===== config.mk =====
export PLATFORM = sky130hd
export DESIGN_NAME = lbsm_match_core
export DESIGN_NICKNAME = d
export VERILOG_FILES = /design/src/sv/lbsm_pkg.sv /design/src/sv/lbsm_match_core.sv
export SDC_FILE = /design/constraint.sdc
export NUM_CORES = 1
export LEC_CHECK = 0
export BUFFER_PORTS_ARGS = -buffer_cell sky130_fd_sc_hd__buf_4
export CAP_MARGIN = 20
export CORE_ASPECT_RATIO = 1.1
export CORE_MARGIN = 2
export CORE_UTILIZATION = 31
export CTS_BUF_LIST = sky130_fd_sc_hd__clkbuf_4
export CTS_CLUSTER_SIZE = 10
export DETAILED_ROUTE_END_ITERATION = 6
export PLACE_DENSITY = 0.64
export SYNTH_ARGS = -nofsm -noshare
export SYNTH_HDL_FRONTEND = slang
export SYNTH_SLANG_ARGS = --single-unit

===== constraint.sdc =====
create_clock -name clock -period 14.41 [get_ports clock]
set_input_delay 2.1615 -clock clock [delete_from_list [all_inputs] [get_ports clock]]
set_output_delay 2.1615 -clock clock [all_outputs]
set_load 0.02 [all_outputs]

===== src/sv/lbsm_pkg.sv =====
// Shared types, constants and step functions for the LCG bank sequence matcher.
package lbsm_pkg;

   localparam int NUM_GEN   = 14;
   localparam int NUM_LO8   = 6;
   localparam int NUM_MID24 = 5;

   localparam int CSR_INDEX_BITS = 2;
   localparam logic [CSR_INDEX_BITS-1:0] CSR_SEED   = 2'd0;
   localparam logic [CSR_INDEX_BITS-1:0] CSR_ENABLE = 2'd1;

   localparam logic [63:0]        RESET_SEED   = 64'd3;
   localparam logic [NUM_GEN-1:0] RESET_ENABLE = 14'h3FFF;

   // power-of-two generators drawing the low byte only need the low 8 state bits
   localparam logic [3:0] LO8_GEN [NUM_LO8] = '{4'd0, 4'd1, 4'd3, 4'd7, 4'd10, 4'd11};
   localparam logic [7:0] LO8_MUL [NUM_LO8] = '{8'h0D, 8'h35, 8'h6D, 8'hFD, 8'h2D, 8'hCD};
   localparam logic [7:0] LO8_ADD [NUM_LO8] = '{8'h5F, 8'h01, 8'h39, 8'hC3, 8'h4F, 8'h01};

   // power-of-two generators drawing bits 23..16 only need the low 24 state bits
   localparam logic [3:0]  MID24_GEN [NUM_MID24] = '{4'd2, 4'd4, 4'd5, 4'd6, 4'd12};
   localparam logic [23:0] MID24_MUL [NUM_MID24] =
      '{24'h5A4E35, 24'hC64E6D, 24'h088405, 24'h0343FD, 24'hECE66D};
   localparam logic [23:0] MID24_ADD [NUM_MID24] =
      '{24'h000001, 24'h003039, 24'h000001, 24'h269EC3, 24'h00000B};

   localparam logic [3:0] GEN_P31_LIN = 4'd8;
   localparam logic [3:0] GEN_P31_MUL = 4'd9;
   localparam logic [3:0] GEN_Q32     = 4'd13;

   localparam logic [30:0] MOD31       = 31'h7FFF_FFFF;
   localparam logic [31:0] MOD32M5     = 32'hFFFF_FFFB;
   localparam logic [35:0] P31_LIN_MUL = 36'd18;
   localparam logic [35:0] P31_LIN_ADD = 36'd60;
   localparam logic [45:0] P31_MUL     = 46'd16807;
   localparam logic [60:0] Q32_NEG_MUL = 61'd333333328;

   typedef logic [NUM_GEN-1:0]      gen_mask_type;
   typedef logic [NUM_GEN-1:0][7:0] draw_type;

   typedef struct packed {
      logic         load;
      logic [63:0]  seed;
      gen_mask_type step;
   } gen_ctrl_type;

   typedef struct packed {
      logic         load;
      gen_mask_type enable;
      logic         advance;
      logic [7:0]   obs;
   } core_ctrl_type;

   typedef struct packed {
      gen_mask_type active_set;
      gen_mask_type newly_failed;
      logic [3:0]   remaining;
      logic         ignored;
   } match_result_type;

   function automatic logic [3:0] count_gen(input gen_mask_type v);
      logic [3:0] n;
      n = '0;
      for (int i = 0; i < NUM_GEN; i++) begin
         n = n + 4'(v[i]);
      end
      return n;
   endfunction

   function automatic logic [7:0] lcg8(input logic [7:0] x, input logic [7:0] a,
                                       input logic [7:0] c);
      return x * a + c;
   endfunction

   function automatic logic [23:0] lcg24(input logic [23:0] x, input logic [23:0] a,
                                         input logic [23:0] c);
      return x * a + c;
   endfunction

   // (2147483629*x + 2147483587) mod p equals -(18*x + 60) mod p
   function automatic logic [30:0] step_p31_lin(input logic [30:0] x);
      logic [35:0] t;
      logic [31:0] f;
      logic [30:0] r;
      t = 36'(x) * P31_LIN_MUL + P31_LIN_ADD;
      f = {1'b0, t[30:0]} + 32'(t[35:31]);
      r = (f >= {1'b0, MOD31}) ? 31'(f - {1'b0, MOD31}) : f[30:0];
      return (r == '0) ? '0 : MOD31 - r;
   endfunction

   function automatic logic [30:0] step_p31_mul(input logic [30:0] x);
      logic [45:0] t;
      logic [31:0] f;
      t = 46'(x) * P31_MUL;
      f = {1'b0, t[30:0]} + 32'(t[45:31]);
      return (f >= {1'b0, MOD31}) ? 31'(f - {1'b0, MOD31}) : f[30:0];
   endfunction

   // multiplier is congruent to -333333328 mod 2^32-5, and 2^32 folds to 5
   function automatic logic [31:0] step_q32(input logic [31:0] x);
      logic [60:0] t;
      logic [33:0] f1;
      logic [32:0] f2;
      logic [31:0] r;
      t  = 61'(x) * Q32_NEG_MUL;
      f1 = 34'(t[31:0]) + 34'(t[60:32]) * 34'd5;
      f2 = 33'(f1[31:0]) + 33'(f1[33:32]) * 33'd5;
      r  = (f2 >= {1'b0, MOD32M5}) ? 32'(f2 - {1'b0, MOD32M5}) : f2[31:0];
      return (r == '0) ? '0 : MOD32M5 - r;
   endfunction

endpackage


===== src/sv/lbsm_match_core.sv =====
// Active set and live count tracking, byte compare against every active generator.
module lbsm_match_core
   import lbsm_pkg::*;
(
   input  logic             clock,
   input  logic             reset,
   input  core_ctrl_type    ctrl,
   input  draw_type         draw,
   output gen_mask_type     step,
   output match_result_type res
);

   gen_mask_type active_ff, active_in;
   logic [3:0]   live_ff, live_in;
   gen_mask_type failed;
   gen_mask_type next_active;
   logic [3:0]   next_live;
   logic         none_live;

   always_comb begin
      none_live = (live_ff == '0) || (active_ff == '0);
      for (int g = 0; g < NUM_GEN; g++) begin
         failed[g] = !none_live && active_ff[g] && (draw[g] != ctrl.obs);
      end
      next_active = active_ff & ~failed;
      next_live   = count_gen(next_active);

      step = (ctrl.advance && !none_live) ? active_ff : '0;

      res.active_set   = none_live ? '0 : next_active;
      res.newly_failed = failed;
      res.remaining    = none_live ? '0 : next_live;
      res.ignored      = none_live;

      active_in = active_ff;
      live_in   = live_ff;
      if (ctrl.load) begin
         active_in = ctrl.enable;
         live_in   = count_gen(ctrl.enable);
      end else if (ctrl.advance && !none_live) begin
         active_in = next_active;
         live_in   = next_live;
      end
   end

   always_ff @(posedge clock) begin
      if (reset) begin
         active_ff <= RESET_ENABLE;
         live_ff   <= count_gen(RESET_ENABLE);
      end else begin
         active_ff <= active_in;
         live_ff   <= live_in;
      end
   end

endmodule


==> run summary, run 1 <==
CTS tree = built
Synth Net Count = 568
Global routing usage on met3 = 0.0286
Max Fanout on Critical Path = 14
Distinct cells, synth = 34
Grt peak-use layer = met2
Largest net degree at the start of global routing = 39
Cts bufs inserted = 3
Startpoint types = input port
Post-DP Area = 4520 µm²
Critical Path End Type = primary output
Max-cap violations = 0
Nets = 727
Relative slew slack = 0.483
# Post-CTS Setup Buffers = 0
Least-Margin Pin Slew = 773 ps
Max Clk Rate = 0.119 GHz
Setup violations, final = 0
Worst skew pair latency = 300 ps
Final Hold Vio Count = 0
Die ar. = 11,000 µm²
Final design utilization = 0.460
Gr ovfl total = 0
1st-iter DRT viols = 213
Area of the multi-input gates = 2500 µm²
Total Wirelength = 11,600 µm
First-pass GRT wire length = 17,900 µm
ANT nets after route = 0
Row count = 38
Worst VDD drop = 0.0288 mV
Ant. Diodes = 0
Starting density of the core = 0.319
PortBufs = 184
Inst Count DP = 680
Cell count after synthesis = 406
Total Power = 0.291 mW
DRC = 0
Fin cells = 683
Mean Syn Cell Area = 7.76 µm²
Cell area power density = 64.1 nW/µm²
Yosys reg bits = 18
Synth Cell Area = 3150 µm²
Worst endpoint required time = 12,250 ps
Met2 Track Usage GR = 0.376
RSZ-0062 raised after global routing = no
Die Wd = 100 µm
Clock Tree Root = clkbuf_4
Initial antenna violation count = 0
Reg clk slew, reported paths = 110 ps
CTS sink cnt = 18
Reg2reg path depth = 15
Gp weighted congestion = 0.858
Leakage power = 2.02 nW
Share of layout cells above drive strength 1 = 0.366
Hold Crit Class = reg -> reg
Final Skew = 4.23 ps
CTS Hold Bufs = 0
Crit share post-route = 0.586
HPWL after DPL = 10,100 µm
Final instance area = 4540 µm²
Status = finished clean
Vias per cell = 5.08
Crit path DAT = 6280 ps
H-tree depth = 1
CTS Buffer Depth = 2
Sequential cell area = 360 µm²
Crit Path Class = in -> out
Seq/Total Area, Yosys = 0.114
Vias in the first global route = 3,655
Hold Crit Depth = 2
Fillers = 1,006
Num ports = 185
GRT Total Usage = 0.207
Final min period = 8440 ps
Post_cts resized = 0
Vias after detailed routing = 3,468
Die Y = 110 µm
YS warnings = 0
Layout Area Growth over Synthesis = 44.2%
Final Slew Violations = 0
Wire per inst = 16.9 µm
TritonRoute pass-1 iters = 4
Setup tns final = 0 ps
Met1 usage = 0.263
Core area = 9890 µm²
[per-layer routing]
metal / vias up / wire (µm)
met5: - / 0
met4: 0 / 143
met3: 16 / 830
met2: 171 / 5770
met1: 1615 / 4810
li1: 1666 / -
[Yosys cell counts]
| cell type | count | area [µm²] |
|---|---|---|
| a2111oi_2 | 1 | 15.0 |
| ha_1 | 6 | 75.1 |
| nor4_1 | 4 | 25.0 |
| o21ai_1 | 9 | 45.0 |
| inv_1 | 35 | 131 |
| buf_6 | 2 | 22.5 |
| dfxtp_1 | 18 | 360 |
| xnor2_1 | 113 | 990 |
| fa_1 | 18 | 360 |
| o21ai_2 | 11 | 96.3 |
| buf_2 | 8 | 40.0 |
| clkbuf_1 | 17 | 63.8 |
| o31ai_2 | 1 | 12.5 |
| xor2_1 | 1 | 8.76 |
| nor3_2 | 1 | 10.0 |
| nand2_1 | 13 | 48.8 |
| buf_12 | 1 | 20.0 |
| o21ai_0 | 18 | 90.1 |
| and3_1 | 15 | 93.8 |
| o311ai_2 | 1 | 16.3 |
| a21oi_1 | 18 | 90.1 |
| nor2_1 | 32 | 120 |
| a21o_1 | 3 | 22.5 |
| o31ai_1 | 1 | 7.51 |
| nor3_1 | 13 | 65.1 |
| or3_1 | 1 | 6.26 |
| nor3b_1 | 2 | 15.0 |
| nand2_8 | 1 | 20.0 |
| buf_4 | 2 | 15.0 |
| and2_1 | 4 | 25.0 |
| or4_4 | 1 | 11.3 |
| o21a_1 | 4 | 30.0 |
| nand4_1 | 29 | 181 |
| and2_4 | 2 | 17.5 |
[path summary, 6_finish.rpt]
check	start	end	slack, ps
max reg2reg	active_ff[1]$_SDFFE_PP1P_	live_ff[2]$_SDFFE_PP1P_	8550
min reg2reg	active_ff[13]$_SDFFE_PP1P_	active_ff[13]$_SDFFE_PP1P_	510
min	active_ff[13]$_SDFFE_PP1P_	active_ff[13]$_SDFFE_PP1P_	510
max	ctrl[1]	res[3]	5970
[cells in the final DEF (no fill, tap or decap)]
master,instances
and2_1,4
a21o_1,3
and2_4,2
or4_4,1
fa_1,18
nor3_1,13
or3_1,1
a21oi_1,18
nor2_1,32
nor3b_1,2
nand4_1,29
buf_4,184
o21ai_0,18
dfxtp_1,18
o21ai_2,11
and3_1,15
ha_1,6
xor2_1,1
nand2_1,13
inv_1,35
a2111oi_2,1
nand2_8,1
clkbuf_4,3
xnor2_1,113
nor3_2,1
o31ai_1,1
o31ai_2,1
nor4_1,4
o21a_1,4
o311ai_2,1
o21ai_1,9
[cell families after synthesis]
kind of cell / share of synthesized area
AO/OA/AOI/OAI: 0.135
XOR/XNOR: 0.317
adder cells (fa/ha/maj): 0.138
buffers and inverters: 0.0929
flip-flops: 0.114
AND/OR/NAND/NOR: 0.203
[report_power, final]
group	internal, mW	switching (mW)
registers	0.0565	0.00764
clock network	0.00975	0.0165
logic	0.0992	0.102
total	0.165	0.126
[state kept, by name (all words and copies together) (netlist names)]
signal     count
active_ff     14
live_ff        4
[worst max-delay path, stage by stage]
cell and delay (ps):
buf_4 250, xnor2_1 170, nand4_1 170, nor2_1 270, o21ai_0 180, fa_1 550
fa_1 440, fa_1 490, fa_1 490, inv_1 70, ha_1 160, inv_1 60
fa_1 370, xor2_1 210, nor2_1 60, buf_4 180
[final cells by class]
cell class	instances	area share
multi-input combinational	323	0.550
timing repair buffer	184	0.304
inverter	35	0.0289
tap	120	0.0330
clock buffer	3	0.00496
sequential	18	0.0793
[stage by stage]
step	setup slack (ps)	hold slack (ps)
after floorplan	5930	465
after global placement	6010	497
after detailed placement	5960	497
after CTS	5970	514
after global routing	5660	549
final	5970	514
(Power assumes the default switching activity.)
==> inputs of run 2 (changes only) <==
--- a/config.mk
+++ b/config.mk
@@ -5,6 +5,7 @@
 export SDC_FILE = /design/constraint.sdc
 export NUM_CORES = 1
 export LEC_CHECK = 0
+export ABC_AREA = 1
 export BUFFER_PORTS_ARGS = -buffer_cell sky130_fd_sc_hd__buf_4
 export CAP_MARGIN = 20
 export CORE_ASPECT_RATIO = 1.1
@@ -13,7 +14,7 @@
 export CTS_BUF_LIST = sky130_fd_sc_hd__clkbuf_4
 export CTS_CLUSTER_SIZE = 10
 export DETAILED_ROUTE_END_ITERATION = 6
-export PLACE_DENSITY = 0.64
+export PLACE_DENSITY = 0.62
 export SYNTH_ARGS = -nofsm -noshare
 export SYNTH_HDL_FRONTEND = slang
 export SYNTH_SLANG_ARGS = --single-unit
==> constraint.sdc (replaced) <==
create_clock -name clock -period 7.8 [get_ports clock]
set_input_delay 1.17 -clock clock [delete_from_list [all_inputs] [get_ports clock]]
set_output_delay 1.17 -clock clock [all_outputs]
set_load 0.02 [all_outputs]
==> run summary, run 2 <==
Post_cts resized = 0
Wire per inst = 13.4 µm
Setup slack after placement = 1370 ps
Count leader, synth = nand2_1
Global routing usage on met3 = 0.0440
YS warnings = 0
Ant. Diodes = 0
Met2 Track Usage GR = 0.367
CTS tree = built
Clock Tree Root = clkbuf_4
First-pass GRT wire length = 20,400 µm
Fillers = 1,369
Total Wirelength = 13,000 µm
Hold Crit Class = reg -> reg
Vias after detailed routing = 4,248
Post-synth EDFFs = 0
Most common cell after layout, fill and taps aside = nand2_1
GRT Total Usage = 0.199
Leakage power = 2.91 nW
Startpoint types = input port
Die ar. = 13,100 µm²
Post-synth top area share = 0.206
RSZ-0062 raised after global routing = no
Cts bufs inserted = 3
Num ports = 185
Post-synth top area cell = nand2_1
Largest Register = active_ff
Crit path DAT = 5220 ps
Max Clk Rate = 0.157 GHz
Setup tns final = 0 ps
Max-cap violations = 0
Layout Area Growth over Synthesis = 37.0%
Reg clk slew, reported paths = 110 ps
Setup violations, final = 0
PortBufs = 184
Die Y = 120 µm
Initial antenna violation count = 0
Worst endpoint required time = 6630 ps
DRC = 0
Gp weighted congestion = 0.855
Starting density of the core = 0.315
CTS sink cnt = 18
Distinct cells, synth = 31
Hold Slack = 489 ps
Relative slew slack = 0.493
Yosys reg bits = 18
Die Wd = 109 µm
HPWL after DPL = 11,400 µm
Core area = 12,000 µm²
Ys flop type = dfxtp_1
Met1 usage = 0.234
Least-Margin Pin Slew = 760 ps
Vias in the first global route = 4,094
Final design utilization = 0.432
Vias per cell = 4.36
# Post-CTS Setup Buffers = 0
Synth cell count leaders = nand2_1 (207), inv_1 (105), nor2_1 (87), xnor2_1 (58), nand3_1 (43)
Max Fanout on Critical Path = 15
Critical Path End Type = primary output
Most frequent cells in the layout = nand2_1 (207), buf_4 (184), inv_1 (105), nor2_1 (87), xnor2_1 (58)
Synth Net Count = 823
Worst VDD drop = 0.338 mV
Nets = 984
Final Slew Violations = 0
1st-iter DRT viols = 200
Largest net degree at the start of global routing = 35
Gr ovfl total = 0
Cell count after synthesis = 661
Crit share post-route = 0.819
Final Hold Vio Count = 0
H-tree depth = 1
Total Power = 0.851 mW
Crit Path Class = in -> out
Worst skew pair latency = 310 ps
Largest regs = active_ff: 14 flops, live_ff: 4 flops
CTS Hold Bufs = 0
Largest register FFs = 14
Synth Cell Area = 3770 µm²
Seq/Total Area, Yosys = 0.0955
ANT nets after route = 0
Status = finished clean
Post-synth ARST share = 0
Row count = 42
Mean Syn Cell Area = 5.71 µm²
Grt peak-use layer = met2
Final Skew = 8.61 ps
Synth top area cells = nand2_1 (21%), xnor2_1 (13%), inv_1 (10%)
Cell area power density = 165 nW/µm²
Share of layout cells above drive strength 1 = 0.273
TritonRoute pass-1 iters = 4
CTS Buffer Depth = 2
Final min period = 6390 ps
Setup ws final = 1410 ps
run 2: changes by cell type after synthesis, moves of 14 or more:
cell,change
and3_1,-15
inv_1,+70
inv_2,+15
nand2_1,+194
nand3_1,+43
nand4_1,-17
nor2_1,+55
o21ai_0,-14
xnor2_1,-55
run 2: final cells by class:
cell class | count | area (µm²) | area share
Multi-Input combinational cell | 493 | 2750 | 0.532
Clock buffer | 3 | 22.5 | 0.00436
Sequential cell | 18 | 360 | 0.0697
Timing Repair Buffer | 184 | 1380 | 0.267
Clock inverter | 1 | 3.75 | 0.000726
Inverter | 122 | 460 | 0.0890
Tap cell | 154 | 193 | 0.0373
run 2: report_power, final:
group / total (mW) / switching, mW / leakage [nW] / internal (mW)
registers: 0.121 / 0.0134 / 0.151 / 0.108
clock network: 0.0508 / 0.0321 / 0.0154 / 0.0187
logic: 0.679 / 0.378 / 2.75 / 0.300
total: 0.851 / 0.424 / 2.91 / 0.427
run 2: final timing paths:
kind                                           startpoint                 endpoint  slack [ps]  depth (start not counted)
worst max register to register  active_ff[1]$_SDFFE_PP1P_  live_ff[2]$_SDFFE_PP1P_        3210                         22
worst max-delay path                              ctrl[1]                   res[3]        1410                         21
worst min-delay path              live_ff[0]$_SDFFE_PP0P_  live_ff[0]$_SDFFE_PP0P_         490                          2
worst min register to register    live_ff[0]$_SDFFE_PP0P_  live_ff[0]$_SDFFE_PP0P_         490                          2
run 2: worst max-delay path, cell delays in order:
cell and delay, ps:
buf_4 210, inv_1 130, nand2_1 90, nand4_1 100, nor2_1 140, nand2_1 100, nand2_1 110, inv_2 40
nor2_1 130, fa_1 430, inv_1 90, fa_1 410, fa_1 510, fa_1 490, inv_1 70, ha_1 160
inv_1 50, fa_1 370, xor2_1 180, nor2_1 100, buf_4 150
run 2: logic make-up (layout without fill, tap and decap cells):
group	after synthesis	in the layout	synth area share
buffers and inverters	150	310	0.176
flip-flops	18	18	0.0955
AO/OA/AOI/OAI	23	23	0.0312
XOR/XNOR	59	59	0.137
adder cells (fa/ha/maj)	24	24	0.115
AND/OR/NAND/NOR	387	387	0.445
run 2: per-stage QoR:
stage	instance area, µm²	cells
5_1_grt	5170	975
4_1_cts	5170	975
2_1_floorplan	3770	661
6_report	5170	975
3_3_place_gp	5140	971
3_5_place_dp	5140	971
run 2: per-layer routing:
| layer | vias up | part of all wire |
|---|---|---|
| li1 | 2276 | - |
| met1 | 1798 | 0.39 |
| met2 | 160 | 0.51 |
| met3 | 14 | 0.085 |
| met4 | 0 | 0.014 |
| met5 | - | 0 |
==> inputs of run 3 (changes only) <==
==> constraint.sdc (replaced) <==
create_clock -name clock -period 6.45 [get_ports clock]
set_input_delay 0.9675 -clock clock [delete_from_list [all_inputs] [get_ports clock]]
set_output_delay 0.9675 -clock clock [all_outputs]
set_load 0.02 [all_outputs]
==> run summary, run 3 (synthesized netlist as in run 2, its figures left out) <==
Worst VDD drop = 0.356 mV
Cell area power density = 199 nW/µm²
Most used cell, CP = fa_1
Final instance area = 5170 µm²
Clk pwr share = 0.060
Internal power = 0.515 mW
Nets = 984
Largest register FFs = 14
Crit path DAT = 5050 ps
Die Y = 120 µm
Layout Area Growth over Synthesis = 37.0%
Clock Tree Root = clkbuf_4
Gr ovfl total = 0
Inst Count DP = 971
Critical Path, Cell by Cell = buf_4 -> inv_1 -> nand2_1 -> nand4_1 -> nor2_1 -> nand2_1 -> nand2_1 -> inv_2 -> nor2_1 -> fa_1 -> inv_1 -> fa_1 -> fa_1 -> fa_1 -> inv_1 -> ha_1 -> inv_1 -> fa_1 -> xor2_1 -> nor2_1 -> buf_4
Switch Pwr = 0.512 mW
Sw Ratio = 0.499
RSZ-0062 raised after global routing = no
Max stage delay cell, worst path = fa_1
H-tree depth = 1
HPWL after DPL = 11,400 µm
Die ar. = 13,100 µm²
Die Wd = 109 µm
TritonRoute pass-1 iters = 4
CTS tree = built
Largest Register = active_ff
Relative slew slack = 0.510
First-pass GRT wire length = 20,200 µm
Crit Path Class = in -> out
Final min period = 6020 ps
Worst endpoint required time = 5480 ps
Status = finished clean
CTS sink cnt = 18
Hold Slack = 494 ps
Leakage power = 2.91 nW
Fin cells = 975
Ant. Diodes = 0
Final Skew = 6.98 ps
Final Slew Violations = 0
1st-iter DRT viols = 193
Final Hold Vio Count = 0
Reg clk slew, reported paths = 120 ps
Max-cap violations = 0
Most frequent cells in the layout = nand2_1 (207), buf_4 (184), inv_1 (105), nor2_1 (87), xnor2_1 (58)
Share of layout cells above drive strength 1 = 0.273
ANT nets after route = 0
Largest regs = active_ff: 14 flops, live_ff: 4 flops
# Post-CTS Setup Buffers = 0
Total Power = 1.03 mW
CTS Hold Bufs = 0
Cts bufs inserted = 3
Hold Crit Class = reg -> reg
Core area = 12,000 µm²
GRT Total Usage = 0.199
Worst skew pair latency = 310 ps
Max Fanout on Critical Path = 15
Part of the power in combinational logic = 0.797
Gp weighted congestion = 0.853
Initial antenna violation count = 0
Total Wirelength = 12,900 µm
Post-DP Area = 5140 µm²
Vias in the first global route = 4,060
Starting density of the core = 0.315
Seq pwr share = 0.143
Least-Margin Pin Slew = 734 ps
Most common cell after layout, fill and taps aside = nand2_1
Largest net degree at the start of global routing = 35
Critical Path End Type = primary output
Num ports = 185
Vias after detailed routing = 4,231
Crit share post-route = 0.933
Setup violations, final = 0
Setup tns final = 0 ps
Slowest stage delay, CP = 510 ps
Post_cts resized = 0
Wire per inst = 13.2 µm
Startpoint types = input port
Vias per cell = 4.34
Max Clk Rate = 0.166 GHz
Row count = 42
PortBufs = 184
DRC = 0
CTS Buffer Depth = 2
==> run 3: cell counts in the layout (fill, tap and decap cells not counted) <==
Identical to the previous run, type by type.
==> run 3: final cells by class <==
class                      count  area (µm²)
sequential                    18         360
timing repair buffer         184        1380
clock buffer                   3        22.5
clock inverter                 1        3.75
inverter                     122         460
multi-input combinational    493        2750
tap                          154         193
fill                        1343        6810
==> run 3: metrics by stage <==
step,util,setup slack (ps)
6_report,0.432,433
5_1_grt,0.432,94.5
4_1_cts,0.432,407
3_5_place_dp,0.429,398
3_3_place_gp,0.429,458
2_1_floorplan,-,551
==> run 3: critical path, delay by kind of cell <==
| kind | cells | cell delay [ps] |
|---|---|---|
| AND/OR/NAND/NOR | 7 | 790 |
| buffers and inverters | 7 | 750 |
| adder cells (fa/ha/maj) | 6 | 2360 |
| XOR/XNOR | 1 | 180 |
==> run 3: path summary, 6_finish.rpt <==
path | from | endpoint | slack, ps | cells past startpoint
worst max-delay path | ctrl[1] | res[3] | 430 | 21
worst min-delay path | live_ff[0]$_SDFFE_PP0P_ | live_ff[0]$_SDFFE_PP0P_ | 490 | 2
worst min register to register | live_ff[0]$_SDFFE_PP0P_ | live_ff[0]$_SDFFE_PP0P_ | 490 | 2
worst max register to register | active_ff[3]$_SDFFE_PP1P_ | live_ff[2]$_SDFFE_PP1P_ | 1880 | 22
==> run 3: layer usage <==
| layer | track usage | part of all wire |
|---|---|---|
| met1 | 0.223 | 0.37 |
| met2 | 0.374 | 0.52 |
| met3 | 0.0527 | 0.093 |
| met4 | 0.0364 | 0.015 |
| met5 | 0 | 0 |
==> run 3: power by group through the flow <==
stage | clock network, mW | registers [mW] | logic [mW]
floorplan | 0 | 0.145 | 0.543
global placement | 0 | 0.149 | 0.818
detailed placement | 0 | 0.149 | 0.829
CTS | 0.0634 | 0.146 | 0.830
global route | 0.0703 | 0.149 | 0.932
finish | 0.0618 | 0.147 | 0.819
